==> src/hw/rtl/mczr_pkg.sv <==
// ----------------------------------------------------------------------------
// mczr_pkg
// shared types, register indexes and defaults of the zero-order-hold resampler
// ----------------------------------------------------------------------------
package mczr_pkg;

  localparam int CHANNELS_DEF        = 4;
  localparam int FRAMES_PER_ITEM_DEF = 16;
  localparam int VALUE_BITS_DEF      = 32;

  localparam int CH_FIELD_BITS    = 2;
  localparam int SAMPLE_BITS      = 32;
  localparam int TIME_BITS        = 63;
  localparam int CFG_DATA_BITS    = 32;
  localparam int CFG_INDEX_BITS   = 2;
  localparam int CHANS_CFG_BITS   = 3;
  localparam int TDATA_BITS       = 104;
  localparam int TUSER_BITS       = 2;

  localparam logic [CFG_INDEX_BITS-1:0] CFG_OUTPUT_PERIOD   = 2'd0;
  localparam logic [CFG_INDEX_BITS-1:0] CFG_DROP_MODE       = 2'd1;
  localparam logic [CFG_INDEX_BITS-1:0] CFG_CHANNELS_IN_USE = 2'd2;

  localparam logic [CFG_DATA_BITS-1:0]  PERIOD_RESET = 32'd1000000;
  localparam logic [CHANS_CFG_BITS-1:0] CHANS_RESET  = 3'd4;

  localparam logic [TIME_BITS-1:0] TIME_MAX = {TIME_BITS{1'b1}};

  typedef enum logic [2:0] {
    ST_IDLE,
    ST_FRAME,
    ST_CHK_RD,
    ST_CHK_EV,
    ST_EMIT_RD,
    ST_EMIT_WR,
    ST_FLUSH
  } state_t;

  typedef struct packed {
    logic                     frame_last;
    logic                     underrun;
    logic [TIME_BITS-1:0]     frame_time;
    logic [SAMPLE_BITS-1:0]   value;
    logic [CH_FIELD_BITS-1:0] out_channel;
  } result_t;

endpackage

==> src/hw/rtl/mczr_ram.sv <==
// ----------------------------------------------------------------------------
// mczr_ram
// generic simple dual-port ram, one write port, one registered read port
// ----------------------------------------------------------------------------
module mczr_ram #(
  parameter int WIDTH = 8,
  parameter int DEPTH = 4,
  localparam int AW = (DEPTH > 1) ? $clog2(DEPTH) : 1
) (
  input  logic             clk,
  input  logic             we,
  input  logic [AW-1:0]    waddr,
  input  logic [WIDTH-1:0] wdata,
  input  logic [AW-1:0]    raddr,
  output logic [WIDTH-1:0] rdata
);

  logic [WIDTH-1:0] mem [DEPTH];

  always_ff @(posedge clk) begin
    if (we) begin
      mem[waddr] <= wdata;
    end
    rdata <= mem[raddr];
  end

endmodule

==> src/hw/rtl/multichannel_zoh_resampler.sv <==
// ----------------------------------------------------------------------------
// multichannel_zoh_resampler
// zero-order-hold resampler: holds the newest word per channel and emits
// frames of all active channels at a fixed period on group ends
//
//   port group   dir  payload                                   marker
//   s_*          in   channel, sample_value, sample_time        tlast = group_end
//   m_*          out  out_channel, value, frame_time            tlast = run_last
//   cfg_*        in   output_period, drop_mode, channels_in_use  -
//
// an item without group end is taken while idle; a group end runs ST_FRAME per
// examined frame, ST_CHK_RD/ST_CHK_EV per channel checked in drop mode and
// ST_EMIT_RD/ST_EMIT_WR per word emitted, as the hold memory has one read port
// reset clears channel valid flags and timing at once, no clearing pass
// a stalled m side holds the emit loop; s_tready is high only when idle
// ----------------------------------------------------------------------------
module multichannel_zoh_resampler #(
  parameter int CHANNELS        = mczr_pkg::CHANNELS_DEF,
  parameter int FRAMES_PER_ITEM = mczr_pkg::FRAMES_PER_ITEM_DEF,
  parameter int VALUE_BITS      = mczr_pkg::VALUE_BITS_DEF
) (
  input  logic                                clk,
  input  logic                                rst,
  input  logic                                s_tvalid,
  output logic                                s_tready,
  // channel, sample_value, sample_time
  input  logic [mczr_pkg::TDATA_BITS-1:0]     s_tdata,
  input  logic                                s_tlast,
  output logic                                m_tvalid,
  input  logic                                m_tready,
  // out_channel, value, frame_time
  output logic [mczr_pkg::TDATA_BITS-1:0]     m_tdata,
  // underrun, frame_last
  output logic [mczr_pkg::TUSER_BITS-1:0]     m_tuser,
  output logic                                m_tlast,
  input  logic                                cfg_we,
  input  logic [mczr_pkg::CFG_INDEX_BITS-1:0] cfg_index,
  input  logic [mczr_pkg::CFG_DATA_BITS-1:0]  cfg_data
);

  localparam int TB     = mczr_pkg::TIME_BITS;
  localparam int CH_B   = (CHANNELS > 1) ? $clog2(CHANNELS) : 1;
  localparam int N_B    = $clog2(CHANNELS + 1);
  localparam int SLOT_B = $clog2(FRAMES_PER_ITEM + 1);
  localparam int MEM_W  = VALUE_BITS + TB;

  // configuration
  logic [mczr_pkg::CFG_DATA_BITS-1:0]  output_period;
  logic                                drop_mode;
  logic [mczr_pkg::CHANS_CFG_BITS-1:0] channels_in_use;

  always_ff @(posedge clk) begin
    if (rst) begin
      output_period   <= mczr_pkg::PERIOD_RESET;
      drop_mode       <= 1'b0;
      channels_in_use <= mczr_pkg::CHANS_RESET;
    end else if (cfg_we) begin
      case (cfg_index)
        mczr_pkg::CFG_OUTPUT_PERIOD:   output_period   <= cfg_data;
        mczr_pkg::CFG_DROP_MODE:       drop_mode       <= cfg_data[0];
        mczr_pkg::CFG_CHANNELS_IN_USE: channels_in_use <= cfg_data[2:0];
        default: ;
      endcase
    end
  end

  logic [N_B-1:0]                     n_active;
  logic [mczr_pkg::CFG_DATA_BITS-1:0] period_eff;

  always_comb begin
    if (channels_in_use == '0) begin
      n_active = N_B'(1);
    end else if (32'(channels_in_use) > 32'(CHANNELS)) begin
      n_active = N_B'(CHANNELS);
    end else begin
      n_active = N_B'(channels_in_use);
    end
    period_eff = (output_period == '0) ? 32'd1 : output_period;
  end

  // input fields
  logic [mczr_pkg::CH_FIELD_BITS-1:0] in_ch;
  logic [mczr_pkg::SAMPLE_BITS-1:0]   in_value;
  logic [TB-1:0]                      in_time;
  logic                               accept;
  logic                               in_store;

  assign in_ch    = s_tdata[1:0];
  assign in_value = s_tdata[33:2];
  assign in_time  = s_tdata[96:34];
  assign accept   = s_tvalid && s_tready;
  assign in_store = {30'd0, in_ch} < 32'(CHANNELS);

  // control state
  mczr_pkg::state_t    state, state_next;
  logic [CH_B-1:0]     cidx;
  logic [SLOT_B-1:0]   slots;
  logic [CHANNELS-1:0] loaded;
  logic [TB-1:0]       next_frame_time;
  logic                timing_started;
  logic [TB-1:0]       group_max_time;
  logic                group_seen;

  // hold memory: value and time per channel
  logic [MEM_W-1:0] rd_word;
  logic [VALUE_BITS-1:0] rd_value;
  logic [TB-1:0]         rd_time;

  mczr_ram #(
    .WIDTH(MEM_W),
    .DEPTH(CHANNELS)
  ) u_hold (
    .clk  (clk),
    .we   (accept && in_store),
    .waddr(CH_B'(in_ch)),
    .wdata({VALUE_BITS'(in_value), in_time}),
    .raddr(cidx),
    .rdata(rd_word)
  );

  assign rd_value = rd_word[MEM_W-1:TB];
  assign rd_time  = rd_word[TB-1:0];

  // result staging: pend holds the newest word until its run_last is known
  mczr_pkg::result_t pend;
  logic              pend_valid;
  mczr_pkg::result_t out_res;
  logic              out_last;
  logic              out_free;

  assign out_free = !m_tvalid || m_tready;

  // control decode
  logic          frame_go;
  logic          c_last;
  logic          chk_ok;
  logic          emit_go;
  logic          flush_go;
  logic          out_load;
  logic [TB:0]   adv_sum;
  logic [TB-1:0] adv_time;

  always_comb begin
    frame_go = (32'(slots) < 32'(FRAMES_PER_ITEM)) && (next_frame_time <= group_max_time);
    c_last   = (N_B'(cidx) + N_B'(1)) == n_active;
    chk_ok   = loaded[cidx] && !(rd_time < next_frame_time);
    emit_go  = !pend_valid || out_free;
    flush_go = !pend_valid || out_free;
    out_load = pend_valid && ((state == mczr_pkg::ST_EMIT_WR && emit_go) ||
                              (state == mczr_pkg::ST_FLUSH && out_free));
    adv_sum  = {1'b0, next_frame_time} + {32'd0, period_eff};
    adv_time = adv_sum[TB] ? mczr_pkg::TIME_MAX : adv_sum[TB-1:0];
  end

  always_comb begin
    state_next = state;
    case (state)
      mczr_pkg::ST_IDLE: begin
        if (accept && s_tlast) state_next = mczr_pkg::ST_FRAME;
      end
      mczr_pkg::ST_FRAME: begin
        if (!frame_go) state_next = mczr_pkg::ST_FLUSH;
        else if (drop_mode) state_next = mczr_pkg::ST_CHK_RD;
        else state_next = mczr_pkg::ST_EMIT_RD;
      end
      mczr_pkg::ST_CHK_RD: state_next = mczr_pkg::ST_CHK_EV;
      mczr_pkg::ST_CHK_EV: begin
        if (!chk_ok) state_next = mczr_pkg::ST_FRAME;
        else if (c_last) state_next = mczr_pkg::ST_EMIT_RD;
        else state_next = mczr_pkg::ST_CHK_RD;
      end
      mczr_pkg::ST_EMIT_RD: state_next = mczr_pkg::ST_EMIT_WR;
      mczr_pkg::ST_EMIT_WR: begin
        if (emit_go) begin
          state_next = c_last ? mczr_pkg::ST_FRAME : mczr_pkg::ST_EMIT_RD;
        end
      end
      mczr_pkg::ST_FLUSH: begin
        if (flush_go) state_next = mczr_pkg::ST_IDLE;
      end
      default: state_next = mczr_pkg::ST_IDLE;
    endcase
  end

  always_comb begin
    s_tready = (state == mczr_pkg::ST_IDLE);
  end

  always_ff @(posedge clk) begin
    if (rst) begin
      state <= mczr_pkg::ST_IDLE;
    end else begin
      state <= state_next;
    end
  end

  // frame timing and group tracking
  always_ff @(posedge clk) begin
    if (rst) begin
      cidx            <= '0;
      slots           <= '0;
      loaded          <= '0;
      next_frame_time <= '0;
      timing_started  <= 1'b0;
      group_max_time  <= '0;
      group_seen      <= 1'b0;
    end else begin
      if (accept) begin
        if (!timing_started) begin
          next_frame_time <= in_time;
          timing_started  <= 1'b1;
        end
        if (in_store) loaded[CH_B'(in_ch)] <= 1'b1;
        if (!group_seen || in_time > group_max_time) begin
          group_max_time <= in_time;
          group_seen     <= 1'b1;
        end
        slots <= '0;
      end
      case (state)
        mczr_pkg::ST_FRAME: begin
          cidx <= '0;
          if (frame_go) begin
            slots <= slots + SLOT_B'(1);
          end else begin
            group_max_time <= '0;
            group_seen     <= 1'b0;
          end
        end
        mczr_pkg::ST_CHK_EV: begin
          if (!chk_ok) begin
            next_frame_time <= adv_time;
          end else if (c_last) begin
            cidx <= '0;
          end else begin
            cidx <= cidx + CH_B'(1);
          end
        end
        mczr_pkg::ST_EMIT_WR: begin
          if (emit_go) begin
            if (c_last) begin
              cidx            <= '0;
              next_frame_time <= adv_time;
            end else begin
              cidx <= cidx + CH_B'(1);
            end
          end
        end
        default: ;
      endcase
    end
  end

  // result staging and output register
  always_ff @(posedge clk) begin
    if (rst) begin
      pend_valid <= 1'b0;
      m_tvalid   <= 1'b0;
    end else begin
      if (state == mczr_pkg::ST_EMIT_WR && emit_go) begin
        pend_valid <= 1'b1;
      end else if (state == mczr_pkg::ST_FLUSH && out_free) begin
        pend_valid <= 1'b0;
      end
      if (out_load) begin
        m_tvalid <= 1'b1;
      end else if (m_tready) begin
        m_tvalid <= 1'b0;
      end
    end
  end

  always_ff @(posedge clk) begin
    if (state == mczr_pkg::ST_EMIT_WR && emit_go) begin
      pend.out_channel <= mczr_pkg::CH_FIELD_BITS'(cidx);
      pend.value       <= loaded[cidx] ? mczr_pkg::SAMPLE_BITS'(rd_value) : '0;
      pend.frame_time  <= next_frame_time;
      pend.underrun    <= !loaded[cidx];
      pend.frame_last  <= c_last;
      if (pend_valid) begin
        out_res  <= pend;
        out_last <= 1'b0;
      end
    end else if (state == mczr_pkg::ST_FLUSH && pend_valid && out_free) begin
      out_res  <= pend;
      out_last <= 1'b1;
    end
  end

  assign m_tdata = {7'd0, out_res.frame_time, out_res.value, out_res.out_channel};
  assign m_tuser = {out_res.frame_last, out_res.underrun};
  assign m_tlast = out_last;

  // checks
  a_idle_no_pend: assert property (@(posedge clk) disable iff (rst)
    (state == mczr_pkg::ST_IDLE) |-> !pend_valid)
    else $error("staged word left behind when idle");

  a_slot_bound: assert property (@(posedge clk) disable iff (rst)
    32'(slots) <= 32'(FRAMES_PER_ITEM))
    else $error("frame budget exceeded");

  a_pend_hold: assert property (@(posedge clk) disable iff (rst)
    (state == mczr_pkg::ST_EMIT_WR && pend_valid && !out_free) |=> $stable(pend))
    else $error("staged word overwritten while output stalled");

  a_frame_time_mono: assert property (@(posedge clk) disable iff (rst)
    (timing_started && !accept && $past(timing_started) && !$past(accept))
      |-> (next_frame_time >= $past(next_frame_time)))
    else $error("frame time moved backward");

endmodule
==> config.mk <==
export PLATFORM = sky130hd
export DESIGN_NAME = multichannel_zoh_resampler
export DESIGN_NICKNAME = d
export VERILOG_FILES = /design/src/hw/rtl/mczr_pkg.sv /design/src/hw/rtl/mczr_ram.sv /design/src/hw/rtl/multichannel_zoh_resampler.sv
export SDC_FILE = /design/constraint.sdc
export NUM_CORES = 1
export LEC_CHECK = 0
export ABC_AREA = 1
export BUFFER_PORTS_ARGS = -buffer_cell sky130_fd_sc_hd__buf_2
export CAP_MARGIN = 20
export CORE_ASPECT_RATIO = 2
export CORE_MARGIN = 4
export CORE_UTILIZATION = 50
export DETAILED_ROUTE_END_ITERATION = 6
export PLACE_DENSITY_LB_ADDON = 0.3
export SLEW_MARGIN = 15
export SYNTH_ARGS = -nofsm -noshare
export SYNTH_HDL_FRONTEND = slang
export SYNTH_SLANG_ARGS = --single-unit
export TNS_END_PERCENT = 1
==> constraint.sdc <==
create_clock -name clk -period 15 [get_ports clk]
set_clock_uncertainty 0.2 [all_clocks]
set_input_delay 3 -clock clk [delete_from_list [all_inputs] [get_ports clk]]
set_output_delay 3 -clock clk [all_outputs]
set_load 0.005 [all_outputs]
* After elaboration in Yosys (flattened, before gate mapping) *
Memory sizes are Yosys's and may differ from the RTL's. A register that Yosys moved wholly into a read port is not among the register bits.
Cells that the tools add are included.

word-level totals
  bits in registers = 379
  bits in writable memories = 380
  input bits = 144
  output and inout bits = 109
  word-level logic and storage cells = 135
  memories = 1

operators by class
  add/subtract/negate cells = 4
  magnitude comparators = 8
  equal/unequal tests = 14
  multiplexer cells = 50
  bitwise gates (word level) = 1
  reduce and logical (&&, ||, !) cells = 33

memory list
  name        words  width  rd ports  clocked after memory_dff  write ports  RTL line        text
  u_hold.mem  4      95     1         1                         1            mczr_ram.sv:18  logic [WIDTH-1:0] mem [DEPTH];

operator list
  kind                count
  $mux 63             10
  $mux 99             3
  $pmux 63 s2         1
  $add 63x32->64      1
  $gt 63x63->1        1
  $le 63x63->1        1
  $lt 63x63->1        1
  $logic_not 32->1    1
  $mux 32             1
  $mux 3              10
  $pmux 3 s7          1
  $mux 1              15
  $mux 5              3
  $logic_and 1x1->1   10
  $eq 3x3->1 const B  3
  $ne 2x2->1 const B  4
  $reduce_and 2->1    4
  $eq 3x2->1 const B  2
  $logic_not 3->1     2
  $lt 2x3->1 const B  2
  $mux 2              3
  $pmux 2 s3          1
  $reduce_and 3->1    2
  $reduce_bool 2->1   3
  18 further kinds    25

* Depth between registers and ports, before layout *
  word-level depth = 7
  depth in mapped cells = 21
  mapped depth without buffers = 21

* Cells and area by module *
A second synthesis with hierarchy kept.

second synthesis, totals
  cells, all modules = 4,441
  area, all modules = 40,368.7 µm²

modules (own cells, without submodules)
  module                      times used  cells each  area an instance (µm²)  sequential area each (µm²)
  multichannel_zoh_resampler  1           2,850       22,540.4                9,579.2
  mczr_ram                    1           1,591       17,828.3                13,312.8

* Worst setup path after synthesis *
Ideal clock, no wire load.

  kind = in2reg
  start point = input port m_tready
  end point = register out_res (netlist bit m_tdata[0]), enable pin
  setup time = 0.593 ns
  arrival time = 12.626 ns
  required time = 14.207 ns
  setup slack = 1.581 ns
  stages = 6
  path buffers = 0
  cell sequence = nor2_1 inv_1 nor2_1 nor2_1 inv_2 a21oi_1

on the way
  word-level cells in the longest chain between the ends = 5
  elaborated cells between the ends (all ways) = 7
  those cells by class = 1 x eq/ne; 6 x reduce/logical

ends and longest elaborated chain
  item                                                              RTL line                           text
  start: declaration                                                multichannel_zoh_resampler.sv:30   input logic m_tready,
  $logic_or 1x1->1 *                                                multichannel_zoh_resampler.sv:131  assign out_free = !m_tvalid || m_tready;
  $logic_or 1x1->1                                                  multichannel_zoh_resampler.sv:147  emit_go = !pend_valid || out_free;
  $logic_and 1x1->1                                                 multichannel_zoh_resampler.sv:274  if (state == mczr_pkg::ST_EMIT_WR && emit_go) begin
  $ne 2x2->1 (no source line) or $reduce_bool 2->1 (tied branches)  --
  $reduce_and 2->1 (no source line) *                               --
  end signal: assignment                                            multichannel_zoh_resampler.sv:281  out_res <= pend;
  end signal: assignment                                            multichannel_zoh_resampler.sv:285  out_res <= pend;
  end: declaration                                                  multichannel_zoh_resampler.sv:127  mczr_pkg::result_t out_res;

Every way passes the cells marked *; elsewhere a longest branch is shown, timed or not.
A chain may end at the register's enable or synchronous reset.

* Worst setup path after layout *
  start point = input port s_tdata[64] in the netlist's numbering
  end point = register group_max_time[53]

on the way
  word-level cells in the longest chain between the ends = 6

ends and longest elaborated chain
  item                    RTL line                           text
  start: declaration      multichannel_zoh_resampler.sv:27   input logic [mczr_pkg::TDATA_BITS-1:0] s_tdata,
  $gt 63x63->1 *          multichannel_zoh_resampler.sv:214  if (!group_seen || in_time > group_max_time) begin
  $logic_or 1x1->1 *      multichannel_zoh_resampler.sv:214
  $mux 63 *               multichannel_zoh_resampler.sv:214
  $mux 63 *               multichannel_zoh_resampler.sv:208  if (accept) begin
  $mux 63                 multichannel_zoh_resampler.sv:223  if (frame_go) begin
  $mux 63 *               multichannel_zoh_resampler.sv:220  case (state)
  end signal: assignment  multichannel_zoh_resampler.sv:215  group_max_time <= in_time;
  end: declaration        multichannel_zoh_resampler.sv:101  logic [TB-1:0] group_max_time;

Marks and branches as above.

==> out/qor_table.md <==
| Step | Result | Reported |
| --- | --- | --- |
| logic synthesis | Proportion of synthesized chip area in sequential cells | 60.46% |
| cts | Total CTS buffers | 75 |
| cts | Clk buf depth | 3 |
| cts | CTS tree | yes |
| job | Number of maximum-capacitance constraint violations | 0 |
| drt | Number of search-and-repair iterations in the first detailed-routing pass | 5 |
| global routing | Vias in the first global route | 27531 |
| outcome | Result of the run | complete, no violations |
| global routing | Largest net degree at the start of global routing | 154 |
| finish | Filler cell count in the final layout | 6580 |
| power and ir drop | Peak VDD IR | 0.1487 mV |
| power and ir drop | Leak | 0.01689 µW |
| cts | # Post-CTS Setup Buffers | 0 |
| global routing | Total routing usage reported by global routing | 27.08% |
| worst setup path | Required time at the worst-slack endpoint | 15.41 ns |
| worst setup path | Critical path peak fanout | 43 |
| worst setup path | Critical path arrival | 6.34 ns |
| drt | Routed length per placed instance | 21.85 µm |
| drt | First-iteration detailed-routing DRC count | 1880 |
| global routing | Initial antenna violation count | 11 |
| cts | Cells resized by post-CTS repair | 0 |
| drt | Post-detailed-route count of antenna-violating nets | 0 |
| floorplanning | Overall die area | 0.08046 mm² |
| worst setup path | Crit-path slowest cell | nor4_2 |
| worst setup path | Crit path capture type | flip-flop |
| floorplanning | Starting density of the core | 50.50% |
| timing | Final hold slack | 0.2111 ns |
| global routing | Remaining global-route overflow | 0 |
| floorplanning | Horiz. Die Dim | 202.6 µm |
| placement | Placed cell count | 4918 |
| logic synthesis | Synth cell types | 52 |
| min path | Type of the most critical hold path | reg -> reg |
| timing | Summed negative setup slack over all endpoints | 0 ns |
| logic synthesis | Flip-flop cell with the highest count after synthesis | edfxtp_1 |
| timing | Final period util | 39.54% |
| cts | Clk pin slew, worst setup/hold paths | 0.08 ns |
| power and ir drop | Total design power | 6691 µW |
| placement | Port Buffer Count | 238 |
| floorplanning | Die Ht | 397.2 µm |
| logic synthesis | Area fraction of the dominant cell type after synthesis | 45.92% |
| logic synthesis | Cell accounting for the most synthesized area | edfxtp_1 |
| timing | Final-report hold violation count | 0 |
| logic synthesis | Number of register bits inferred by synthesis | 854 |
| global routing | Wire length of the first global-routing pass | 163700 µm |
| logic synthesis | Synth async-reset ratio | 0% |
| finish | Layout cell share with drive strength beyond 1 | 10.47% |
| finish | Area grow syn2layout | 12.29% |
| timing | Achievable frequency | 168.6 MHz |
| cts | Clock insertion delay at the later pin of the skew report | 0.70 ns |
| floorplanning | Floorplan Core Area | 0.07498 mm² |
| timing | Transition time at the pin with the least slew margin | 1.057 ns |
| worst setup path | Start-to-end type of the worst setup path | in -> reg |
| worst setup path | Startpoint types | input pin |
| logic synthesis | EDFF count, synth | 579 |
| finish | Total Nets Final | 4354 |
| cts | Hold buffers post-CTS | 0 |
| drt | Via count | 27811 |
| cts | Clock root buffer master | clkbuf_16 |
| timing | Max Slew Vio Count | 0 |
| timing | Finish-stage setup viols | 0 |
| worst setup path | Crit-path cells | buf_2, ha_1, nand2_1, nor2_1, nand4_1, nor4_2, nand2_1, nand2_1, nand2_1, nand2_1, nand2_1, nand2_1, nand2_2, clkinv_2, buf_4, nor2_1, nor2_1 |
| finish | Core Util, Final | 56.70% |
| logic synthesis | Synthesized netlist cell count | 3807 |
| logic synthesis | YS warnings | 0 |
| logic synthesis | Mean instance size in the synthesized netlist | 9.945 µm² |
| logic synthesis | Cell types occupying the most area after synthesis | edfxtp_1 (46%), dfxtp_1 (15%), ha_1 (7.3%), nor2_1 (6.5%), nand2_1 (5.3%) |
| drt | Routed WL | 110600 µm |
| floorplanning | Boundary pin count | 253 |
| timing | Relative slew slack | 29.52% |
| drt | DRC violations left | 0 |
| placement | Detailed placer's ending HPWL | 78420 µm |
| worst setup path | Slowest stage delay, CP | 0.64 ns |
| cts | Maximum level of the CTS H-tree | 3 |
| floorplanning | Number of core rows | 142 |
| power and ir drop | Power per unit of standard cell area | 157.4 mW/mm² |
| timing | Unrepaired setup endpoints after global routing | no |
| logic synthesis | Post-synthesis cell area | 0.03786 mm² |
| placement | Final weighted congestion in routability-driven placement | 1.000 |
| timing | Final min period | 5.931 ns |
| worst setup path | Most frequent cell on the critical path | nand2_1 |
| finish | Post-layout instance count excluding filler cells | 5062 |
| drt | Avg Vias per Cell | 5.494 |
| cts | Clock tree sinks | 854 |
-- worst max-delay path, delay by kind of cell --
family | cells | cell delay (ns)
AND/OR/NAND/NOR | 13 | 1.99
buffers and inverters | 3 | 1.00
adder cells (fa/ha/maj) | 1 | 0.30
-- power by group --
group	switching (µW)	leakage, µW	internal (µW)	total [µW]
Combinational	1080	0.00807	531	1610
Clock	929	0.00126	1120	2050
Sequential	226	0.00756	2800	3030
-- layout by cell type (no fill, tap or decap), types with 5 or more instances in the layout --
cell and n:
a21o_1 8, a21oi_1 266, buf_2 238, buf_4 26
bufinv_16 8, clkbuf_1 21, clkbuf_16 76, clkinv_16 6
clkinv_2 12, clkinvlp_4 6, conb_1 7, dfxtp_1 273
edfxtp_1 579, ha_1 222, inv_1 333, inv_2 5
inv_6 5, nand2_1 536, nand2_2 6, nand3_1 89
nand4_1 25, nor2_1 652, nor3_1 29, nor3_2 8
nor4_1 16, o21ai_0 374, o21ai_1 27, o21bai_1 7
o22ai_1 95, xor2_1 37
-- through the flow --
| stage | setup slack [ns] | area, µm² |
|---|---|---|
| detailed placement | 8.492 | 39870 |
| finish | 9.069 | 42510 |
| global placement | 8.516 | 39870 |
| CTS | 9.132 | 42500 |
| global route | 8.833 | 42510 |
| floorplan | 1.581 | 37880 |
-- flip-flops by register name (all words and copies together) (netlist names), 3 cells and up --
name and flops:
channels_in_use 3, next_frame_time 63, output_period 32, pend 99, slots 5, u_hold.rdata 95, m_tdata 97, group_max_time 63
state 3, u_hold.mem 380, loaded 4
-- cells in the mapped netlist, types with 4 or more instances --
master and instances:
buf_4 7, nand3_1 89, ha_1 222, buf_6 11, nand2_2 7, edfxtp_1 579, inv_1 336, a21oi_1 267
dfxtp_1 275, nor3_1 34, o21ai_0 374, nand2_1 536, clkbuf_2 6, buf_2 12, nor4_1 16, a21o_1 8
xor2_1 37, o21ai_1 27, o22ai_1 95, clkbuf_1 124, nand4_1 25, buf_1 9, a21boi_0 4, nand3b_1 4
o21bai_1 7, or2_2 4, nor2_1 653
-- final timing paths --
kind / startpoint / end / slack (ns) / cells after the start
max: s_tdata[64] / group_max_time[53] / 9.07 / 17
min: pend[96] / m_tdata[96] / 0.21 / 0
max reg2reg: output_period[31] / next_frame_time[46] / 10.82 / 18
min reg2reg: pend[96] / m_tdata[96] / 0.21 / 0
-- per-layer routing --
layer	track usage [%]	vias to the layer above	share of wire, %
met5	0	-	0.042
met4	18.88	8	8.0
met3	3.735	354	4.7
met2	50.64	926	53
met1	27.45	13195	34
li1	-	13328	-
-- area by class of cell --
class / instances / area [µm²] / share of cell area (%)
Sequential cell: 854 / 22900 / 53.86
Multi-Input combinational cell: 2448 / 12990 / 30.54
Clock buffer: 101 / 2036 / 4.788
Timing Repair Buffer: 266 / 1426 / 3.355
Inverter: 342 / 1295 / 3.046
Tap cell: 1008 / 1261 / 2.967
Clock inverter: 39 / 601.8 / 1.416
Antenna cell: 4 / 10.01 / 0.02354
-- logic make-up after synthesis --
kind of cell / Yosys count / share of synthesized area [%]
other: 1 / 0.009905
flip-flops: 854 / 60.46
XOR/XNOR: 40 / 0.9253
adder cells (fa/ha/maj): 223 / 7.389
buffers and inverters: 511 / 5.430
AND/OR/NAND/NOR: 1383 / 14.69
AO/OA/AOI/OAI: 795 / 11.10
Power figures use the tool's default switching activity.
